[src/design/hmc_pkg.sv]
// types, constants and bit-placement functions of the hamming 12/8 codec
`timescale 1ns / 1ps
`default_nettype none

package hmc_pkg;

  localparam int CwW    = 13;
  localparam int ByteW  = 8;
  localparam int SynW   = 4;
  localparam int CwPosns = 12;

  localparam int InDataW  = 24;
  localparam int OutDataW = 32;
  localparam int OutUserW = 2;

  typedef enum logic {
    ACT_ENCODE = 1'b0,
    ACT_DECODE = 1'b1
  } action_e;

  // codeword positions of data bits 0..7
  localparam logic [SynW-1:0] DataPos [ByteW] = '{
    4'd3, 4'd5, 4'd6, 4'd7, 4'd9, 4'd10, 4'd11, 4'd12
  };

  typedef struct packed {
    logic [CwW-1:0]   codeword_out;
    logic [ByteW-1:0] decoded_byte;
    logic [SynW-1:0]  syndrome;
    logic             was_corrected;
    logic             is_valid;
  } result_t;

  // xor of the indices of every set position 1..12
  function automatic logic [SynW-1:0] syndrome_of(input logic [CwW-1:0] cw);
    logic [SynW-1:0] s;
    s = '0;
    for (int p = 1; p <= CwPosns; p++) begin
      if (cw[p]) s = s ^ SynW'(p);
    end
    return s;
  endfunction

  function automatic logic [ByteW-1:0] extract_byte(input logic [CwW-1:0] cw);
    logic [ByteW-1:0] b;
    b = '0;
    for (int i = 0; i < ByteW; i++) begin
      b[i] = cw[DataPos[i]];
    end
    return b;
  endfunction

  function automatic logic [CwW-1:0] place_byte(input logic [ByteW-1:0] b);
    logic [CwW-1:0] cw;
    cw = '0;
    for (int i = 0; i < ByteW; i++) begin
      cw[DataPos[i]] = b[i];
    end
    return cw;
  endfunction

endpackage

`default_nettype wire

[src/design/hamming_12_8_codec.sv]
// hamming 12/8 encoder and single-error-correcting decoder, 13-bit codeword
//
// channel | dir | tdata fields (lsb first)                                  | tuser
// s_axis  | in  | data_byte[7:0], received_codeword[20:8], zero pad to 24   | action
// m_axis  | out | codeword_out[12:0], decoded_byte[20:13], syndrome[24:21]  | was_corrected,
//         |     | zero pad to 32                                            | is_valid
//
// one beat in and one beat out per cycle while m_axis is not stalled; a beat passes the
// input register, then xor trees into the result register
// stage one loads while a result waits if it is empty, so a new beat is still taken
// a stall on m_axis back-fills stage by stage; s_axis_tready drops only when both
// stages are full and the result is not taken
// rst_ni clears the stage valid flags only; payload registers are not reset
`timescale 1ns / 1ps
`default_nettype none

module hamming_12_8_codec
  import hmc_pkg::*;
(
  input  wire logic                clk_i,
  input  wire logic                rst_ni,
  // input stream
  input  wire logic                s_axis_tvalid,
  output logic                     s_axis_tready,
  input  wire logic [InDataW-1:0]  s_axis_tdata,   // data_byte, received_codeword
  input  wire logic                s_axis_tuser,   // action
  // result stream
  output logic                     m_axis_tvalid,
  input  wire logic                m_axis_tready,
  output logic [OutDataW-1:0]      m_axis_tdata,   // codeword_out, decoded_byte, syndrome
  output logic [OutUserW-1:0]      m_axis_tuser    // was_corrected, is_valid
);

  // stage one: captured beat
  logic             in_vld_q;
  action_e          act_q;
  logic [ByteW-1:0] byte_q;
  logic [CwW-1:0]   rcw_q;

  // stage two: finished result
  logic             out_vld_q;
  result_t          res_q;
  result_t          res_d;

  logic out_ready;
  logic in_ready;

  // a stage may load when empty or when its content leaves this cycle
  assign out_ready     = !out_vld_q || m_axis_tready;
  assign in_ready      = !in_vld_q || out_ready;
  assign s_axis_tready = in_ready;

  always_ff @(posedge clk_i or negedge rst_ni) begin
    if (!rst_ni) begin
      in_vld_q <= 1'b0;
    end else if (in_ready) begin
      in_vld_q <= s_axis_tvalid;
    end
  end

  always_ff @(posedge clk_i) begin
    if (in_ready && s_axis_tvalid) begin
      act_q  <= action_e'(s_axis_tuser);
      byte_q <= s_axis_tdata[ByteW-1:0];
      rcw_q  <= s_axis_tdata[ByteW +: CwW];
    end
  end

  // encode and decode paths, both pure xor trees on the stage one register
  logic [CwW-1:0]   enc_data;
  logic [SynW-1:0]  enc_par;
  logic [CwW-1:0]   enc_cw;

  logic [SynW-1:0]  dec_syn;
  logic             dec_fix;
  logic [CwW-1:0]   dec_flip;
  logic [CwW-1:0]   dec_cw;
  logic [ByteW-1:0] dec_byte;

  always_comb begin
    // parity positions are still zero here, so the syndrome is the check bits
    enc_data  = place_byte(byte_q);
    enc_par   = syndrome_of(enc_data);
    enc_cw    = enc_data;
    enc_cw[1] = enc_par[0];
    enc_cw[2] = enc_par[1];
    enc_cw[4] = enc_par[2];
    enc_cw[8] = enc_par[3];
    enc_cw[0] = ^byte_q;

    // syndromes 13..15 name no position and leave the word untouched
    dec_syn  = syndrome_of(rcw_q);
    dec_fix  = (dec_syn != '0) && (dec_syn <= SynW'(CwPosns));
    dec_flip = dec_fix ? (CwW'(1) << dec_syn) : '0;
    dec_cw   = rcw_q ^ dec_flip;
    dec_byte = extract_byte(dec_cw);

    unique case (act_q)
      ACT_ENCODE: begin
        res_d.codeword_out  = enc_cw;
        res_d.decoded_byte  = byte_q;
        res_d.syndrome      = '0;
        res_d.was_corrected = 1'b0;
        res_d.is_valid      = 1'b1;
      end
      ACT_DECODE: begin
        res_d.codeword_out  = dec_cw;
        res_d.decoded_byte  = dec_byte;
        res_d.syndrome      = dec_syn;
        res_d.was_corrected = dec_fix;
        // extra data parity only judged after a correction
        res_d.is_valid      = !dec_fix || ((^dec_byte) == dec_cw[0]);
      end
      default: begin
        res_d = '0;
      end
    endcase
  end

  always_ff @(posedge clk_i or negedge rst_ni) begin
    if (!rst_ni) begin
      out_vld_q <= 1'b0;
    end else if (out_ready) begin
      out_vld_q <= in_vld_q;
    end
  end

  always_ff @(posedge clk_i) begin
    if (out_ready && in_vld_q) begin
      res_q <= res_d;
    end
  end

  assign m_axis_tvalid = out_vld_q;
  assign m_axis_tdata  = {
    (OutDataW - CwW - ByteW - SynW)'(0),
    res_q.syndrome,
    res_q.decoded_byte,
    res_q.codeword_out
  };
  assign m_axis_tuser  = {res_q.is_valid, res_q.was_corrected};

endmodule

`default_nettype wire

[config.mk]
export PLATFORM = sky130hd
export DESIGN_NAME = hamming_12_8_codec
export DESIGN_NICKNAME = d
export VERILOG_FILES = /design/src/design/hmc_pkg.sv /design/src/design/hamming_12_8_codec.sv
export SDC_FILE = /design/constraint.sdc
export NUM_CORES = 1
export LEC_CHECK = 0
export ABC_CLOCK_PERIOD_IN_PS = 2250
export BUFFER_PORTS_ARGS = -buffer_cell sky130_fd_sc_hd__buf_2
export CAP_MARGIN = 20
export CORE_MARGIN = 5
export CORE_UTILIZATION = 47
export CTS_CLUSTER_DIAMETER = 150
export CTS_CLUSTER_SIZE = 30
export DETAILED_ROUTE_END_ITERATION = 6
export HOLD_SLACK_MARGIN = 0.02
export PLACE_DENSITY_LB_ADDON = 0.08
export SETUP_SLACK_MARGIN = 0.3
export SLEW_MARGIN = 20
export SYNTH_ARGS = -nofsm -noshare
export SYNTH_HDL_FRONTEND = slang
export SYNTH_SLANG_ARGS = --single-unit
[constraint.sdc]
create_clock -name clk_i -period 2.25 [get_ports clk_i]
set_clock_uncertainty 0.2 [all_clocks]
set_input_delay 0.45 -clock clk_i [delete_from_list [all_inputs] [get_ports clk_i]]
set_output_delay 0.45 -clock clk_i [all_outputs]
set_load 0.02 [all_outputs]
==> results of run 1 <==
-- metal layers --
layer	up-vias	global-route usage [%]	part of all wire (%)
li1	755	-	-
met4	0	3.55	0.94
met1	682	17.8	42
met5	-	0	0
met2	46	25.2	51
met3	5	3.81	6.0
-- flip-flops by register name, summed over array words and instances, names as in the netlist --
name           count
m_axis_tuser       2
rcw_q             13
byte_q             8
m_axis_tvalid      1
in_vld_q           1
act_q              1
m_axis_tdata      17
-- through the flow --
| stage | utilization (%) | instances | instance area [um2] | hold slack, ps |
|---|---|---|---|---|
| after detailed placement | 58.7 | 305 | 2790 | 37.4 |
| after global routing | 65.4 | 327 | 3110 | 111 |
| after floorplan | - | 182 | 2410 | -45.6 |
| after global placement | 58.7 | 305 | 2790 | 33.4 |
| final | 65.4 | 327 | 3110 | 127 |
| after CTS | 63.2 | 322 | 3000 | 117 |
-- worst max-delay path by stage --
stage	start	endpoint	cells after the start
6_report	rcw_q[7]	m_axis_tuser[1]	6
3_5_place_dp	rcw_q[6]	m_axis_tdata[3]	6
4_1_cts	rcw_q[7]	m_axis_tuser[1]	6
3_3_place_gp	rcw_q[6]	m_axis_tdata[3]	6
2_1_floorplan	rcw_q[7]	m_axis_tuser[1]	6
5_1_grt	rcw_q[7]	m_axis_tuser[1]	6
-- final cells by class --
class | instances | area share [%]
inverter | 2 | 0.241
sequential | 43 | 41.2
clock buffer | 6 | 2.33
tap | 67 | 2.69
timing repair buffer | 88 | 17.9
clock inverter | 2 | 0.402
multi-input combinational | 119 | 35.3
-- placed cells by master (no fill, tap or decap), types with 2 or more instances in the layout --
cell and instances:
buf_2 54, edfxtp_1 41, buf_4 28, xnor2_1 16
nor2_1 13, nand2_1 9, xor2_1 9, xnor2_2 7
a21oi_1 7, conb_1 7, clkbuf_8 5, xnor2_4 4
nor2_4 4, nand3_1 4, o21ai_1 4, nand4_1 4
buf_6 4, nor2_2 3, nand2b_1 3, xnor3_2 2
xor3_2 2, inv_1 2, nand2_2 2, xor2_2 2
nor3_2 2, and2_1 2, dfrtp_1 2
-- kinds of logic (layout without fill, tap and decap cells) --
group / after synthesis / after routing / synth area share, %
simple gates: 49 / 49 / 9.93
other cells: 1 / 7 / 0.161
mux: 2 / 2 / 0.912
buf+inv: 20 / 98 / 5.64
xor+xnor: 45 / 45 / 23.8
flops: 43 / 43 / 55.0
compound gates: 16 / 16 / 4.56
-- worst reg2reg max path, cell delays in order (launching register included) --
cell,delay [ps]
edfxtp_1,530
xnor2_2,200
xor3_2,500
nand2_1,150
o311ai_2,290
o21a_1,180
o21ai_1,70
-- what timing repair did --
item                       CTS  global route
setup endpoints to repair   14            16
gates resized for setup     11            12
setup buffers                8             5
hold buffers                 1             0
hold endpoints to repair     2             0
pin swaps                   13            12
gates cloned                 0             0
-- power by group through the flow --
stage / registers [mW] / clock network [mW] / logic (mW)
final: 1.02 / 0.467 / 0.998
after global routing: 1.03 / 0.518 / 1.07
after CTS: 1.02 / 0.485 / 0.921
after detailed placement: 1.04 / 0 / 0.804
after global placement: 1.04 / 0 / 0.793
after floorplan: 1.10 / 0 / 0.542
==> impl_metrics.env, run 1 <==
export IMPL_drtIter0Drc=70
export IMPL_seqPwrFrac_pct=41.1
export IMPL_slowest_delay_ps=530
export IMPL_fin_setup_tns_ps=-746
export IMPL_r2r_slack_ps=-120
export IMPL_rsz0062_at_grt="yes"
export IMPL_worst_slack_ps=-120
export IMPL_diodes=0
export IMPL_dieArea_um2=6470
export IMPL_grt_max_degree=23
export IMPL_grt_usage_pct=14.4
export IMPL_clock_latency_ps=290
export IMPL_synthArstFlopShare_pct=4.65
export IMPL_p_int_mw=1.67
export IMPL_critPathKind="reg2reg"
export IMPL_worst_ep_arrival_time_ps=2210
export IMPL_pre_cts_ws_ps=-136
export IMPL_cts_tree="yes"
export IMPL_synth_cell_type_count=35
export IMPL_yosysMostFrequentCell="edfxtp_1"
export IMPL_port_buffers=54
export IMPL_worstHoldPathType="in2reg"
export IMPL_wl_um=4570
export IMPL_row_count=25
export IMPL_worst_path_max_delay_cell="edfxtp_1"
export IMPL_grt_overflow=0
export IMPL_htreeDepth=2
export IMPL_yosysWarnings=0
export IMPL_reg2regPathDepth=6
export IMPL_multi_input_area_um2=1100
export IMPL_violations="setup timing"
export IMPL_ys_ff_latch=43
export IMPL_layout_nets=288
export IMPL_hold_depth=1
export IMPL_drtAntennaViolNets=0
export IMPL_combPwrFrac_pct=40.1
export IMPL_ir_drop_mv=0.527
export IMPL_layout_drive_gt1_share_pct=50.4
export IMPL_via_per_inst=4.55
export IMPL_cts_path_max_buffers=2
export IMPL_synth_area_um2=2330
export IMPL_drtPass1Iterations=4
export IMPL_hold_violations=0
export IMPL_vias=1488
export IMPL_crit_buf_inv=0
export IMPL_synth_largest_area_cell="edfxtp_1"
export IMPL_holdPathEnd="byte_q[7]"
export IMPL_setup_violations=11
export IMPL_yosysTopAreaCellShare_pct=52.8
export IMPL_switching_power_uw=820
export IMPL_power_total_mw=2.49
export IMPL_numCtsBuffers=5
export IMPL_r2r_end="m_axis_tuser[1]"
export IMPL_die_width_um=80.4
export IMPL_synth_ff_type="edfxtp_1"
export IMPL_r2r_start="rcw_q[7]"
export IMPL_seq_area_um2=1280
export IMPL_start_kind="flop"
export IMPL_critical_path_cell_chain="xnor2_2 > xor3_2 > nand2_1 > o311ai_2 > o21a_1 > o21ai_1"
export IMPL_synth_area_leaders="edfxtp_1 (53%), xnor2_1 (9.0%), buf_4 (4.8%), xor2_1 (4.1%), nor2_1 (3.1%)"
export IMPL_drc=0
export IMPL_clock_root_buffer="clkbuf_8"
export IMPL_routedWlPerCell_um=14.0
export IMPL_path_delay_family="XOR/XNOR gates"
export IMPL_leakage_nw=1.27
export IMPL_slew_violations=0
export IMPL_start_util_pct=49.0
export IMPL_period_share_pct=105
export IMPL_netlist_top_cells_count="edfxtp_1 (41), xnor2_1 (24), nor2_1 (19)"
export IMPL_clk_pin_slew_ps=80
export IMPL_nFillCells=366
export IMPL_cp_max_fo=6
export IMPL_max_freq_ghz=0.422
export IMPL_powerDensity_nw_per_um2=800
export IMPL_grt_pass1_wl_um=7020
export IMPL_synth_edf_count=41
export IMPL_ioPinCount=65
export IMPL_first_global_vias=1438
export IMPL_synthCells=176
export IMPL_place_gp_congestion=0.803
export IMPL_min_period_ps=2370
export IMPL_syn_area_per_cell_um2=13.2
export IMPL_cap_violations=0
export IMPL_antenna_found_initial=0
export IMPL_clkPwrFrac_pct=18.8
export IMPL_core_area_um2=4750
export IMPL_worstPathRequired_ps=2090
export IMPL_endpoint_kind="flop"
export IMPL_die_h_um=80.4
export IMPL_hpwl_um=3460
export IMPL_switching_share_pct=32.9
export IMPL_worstHoldStart="s_axis_tdata[7]"
export IMPL_clock_sinks=43
export IMPL_seq_area_frac_synth_pct=55.0
export IMPL_areaGrowthSynthToFinish_pct=33.5
export IMPL_status="complete, but fails checks"
Note: power is estimated with default switching activity, not from simulation.
==> inputs of run 2 (changes only) <==
Settings changed: REMOVE_ABC_BUFFERS from default to 1.
==> run 2 against run 1 <==
Hold slack got worse by 6.6 ps. Sequential power barely moved. The run still ends with setup timing left. Cell area rose by 2.3%. Highest routed layer unchanged. Global-route usage rose by 1.1 points. Final cell count rose by 2.8%. Wire length rose by 6.1%. Critical path depth rose by 2. Die area did not move. Register-to-register slack got worse by 70 ps.
==> impl_metrics.env, run 2 (same netlist as run 1, synthesis figures left out) <==
export IMPL_drc=0
export IMPL_combPwrFrac_pct=39.1
export IMPL_numCtsBuffers=5
export IMPL_drtAntennaViolNets=0
export IMPL_antenna_found_initial=0
export IMPL_switching_power_uw=836
export IMPL_grt_usage_pct=15.6
export IMPL_slew_violations=0
export IMPL_switching_share_pct=31.8
export IMPL_worstHoldPathType="in2reg"
export IMPL_die_width_um=80.4
export IMPL_htreeDepth=2
export IMPL_place_area_um2=2790
export IMPL_period_share_pct=108
export IMPL_final_common_cell="buf_2"
export IMPL_path_depth=8
export IMPL_die_h_um=80.4
export IMPL_wl_um=4840
export IMPL_grt_max_degree=23
export IMPL_slowest_delay_ps=520
export IMPL_via_per_inst=4.73
export IMPL_hold_violations=0
export IMPL_hpwl_um=3450
export IMPL_first_global_vias=1604
export IMPL_areaGrowthSynthToFinish_pct=36.6
export IMPL_grt_pass1_wl_um=7460
export IMPL_cp_max_fo=6
export IMPL_reg2regPathDepth=8
export IMPL_largest_register_ffs=17
export IMPL_layout_drive_gt1_share_pct=52.0
export IMPL_worst_path_max_delay_cell="edfxtp_1"
export IMPL_worst_slack_ps=-186
export IMPL_start_kind="flop"
export IMPL_place_gp_congestion=0.832
export IMPL_layout_nets=297
export IMPL_crit_buf_inv=2
export IMPL_use_met3_pct=4.15
export IMPL_drtIter0Drc=71
export IMPL_critPathKind="reg2reg"
export IMPL_powerDensity_nw_per_um2=824
export IMPL_met1_usage_pct=18.5
export IMPL_critical_path_cell_chain="xnor2_2 > buf_4 > xor3_2 > buf_4 > nor2_4 > nand3_2 > xor2_1 > a21oi_1"
export IMPL_grt_busiest_layer="met2"
export IMPL_rsz0062_at_grt="yes"
export IMPL_final_design_area_no_fill_um2=3180
export IMPL_use_met2_pct=26.8
export IMPL_min_period_ps=2440
export IMPL_worstHoldStart="s_axis_tdata[9]"
export IMPL_cap_violations=0
export IMPL_diodes=0
export IMPL_r2r_end="m_axis_tdata[6]"
export IMPL_status="complete, but fails checks"
export IMPL_fin_setup_tns_ps=-1460
export IMPL_hold_depth=1
export IMPL_core_area_um2=4750
export IMPL_path_delay_family="XOR/XNOR gates"
export IMPL_vias=1589
export IMPL_grt_overflow=0
export IMPL_r2r_slack_ps=-190
export IMPL_r2r_start="rcw_q[7]"
export IMPL_endpoint_kind="flop"
export IMPL_clk_pin_slew_ps=80
export IMPL_port_buffers=54
export IMPL_power_total_mw=2.63
export IMPL_critPathMostFrequentCell="buf_4"
export IMPL_clock_sinks=43
export IMPL_max_freq_ghz=0.410
export IMPL_dieArea_um2=6470
export IMPL_cts_tree="yes"
export IMPL_leakage_nw=1.32
export IMPL_holdPathEnd="rcw_q[1]"
export IMPL_violations="setup timing"
export IMPL_cts_path_max_buffers=2
export IMPL_routedWlPerCell_um=14.4
export IMPL_ioPinCount=65
export IMPL_start_util_pct=49.0
export IMPL_p_int_mw=1.79
export IMPL_layout_common_cells="buf_2 (54), edfxtp_1 (41), buf_4 (35)"
export IMPL_clock_latency_ps=300
export IMPL_worst_ep_arrival_time_ps=2290
export IMPL_clkPwrFrac_pct=22.1
export IMPL_clock_root_buffer="clkbuf_8"
export IMPL_setup_violations=13
export IMPL_worstPathRequired_ps=2100
export IMPL_seqPwrFrac_pct=38.8
export IMPL_ir_drop_mv=0.465
export IMPL_drtPass1Iterations=4
export IMPL_row_count=25
==> run 2: area by class of cell <==
class	instances	area (um2)
well taps	67	83.8
flip-flops and latches	43	1280
clock inverters	3	38.8
inverters	2	7.51
multi-input cells	119	1070
fillers	387	1570
repair buffers	97	631
clock buffers	5	68.8
==> run 2: routing by layer <==
layer	wire length, um	share of wire, %
met1	1980	41
met2	2390	49
met3	378	7.8
met5	0	0
met4	86	1.8
==> run 2: worst reg2reg max path: cells and delay by family (launching register included) <==
kind	cells	cell delay (ps)
compound gates	1	90
buf+inv	2	330
simple gates	2	190
flops	1	520
xor+xnor	3	860
==> run 2: how the worst max path moves through the flow <==
stage          startpoint         endpoint  slack [ps]
2_1_floorplan    rcw_q[3]  m_axis_tuser[1]         -30
3_3_place_gp    rcw_q[10]  m_axis_tuser[1]        -130
3_5_place_dp    rcw_q[10]  m_axis_tuser[1]        -190
4_1_cts          rcw_q[7]  m_axis_tuser[1]        -110
5_1_grt          rcw_q[7]  m_axis_tuser[1]        -280
6_report         rcw_q[7]  m_axis_tdata[6]        -190
==> run 2: timing repair <==
action | in CTS | in global routing
resized for setup | 14 | 20
endpoints found under the setup margin | 15 | 18
pin swaps | 9 | 12
buffers inserted | 7 | 9
hold buffers | 1 | 0
hold endpoints to repair | 2 | 0
==> run 2: power groups by stage <==
stage	registers, mW	clock network, mW	logic (mW)
2_1_floorplan	1.12	0	0.458
3_3_place_gp	1.03	0	0.810
3_5_place_dp	1.04	0	0.821
4_1_cts	1.02	0.597	0.893
5_1_grt	1.03	0.632	1.10
6_report	1.02	0.580	1.03
==> run 2: per-stage QoR <==
step / hold WS [ps] / worst slack (ps) / cells / utilization (%)
2_1_floorplan: -45.6 / -33.7 / 164 / -
3_3_place_gp: 34.3 / -134 / 311 / 58.7
3_5_place_dp: 41.1 / -190 / 311 / 58.7
4_1_cts: 111 / -106 / 327 / 63.7
5_1_grt: 107 / -281 / 336 / 67.0
6_report: 120 / -186 / 336 / 67.0
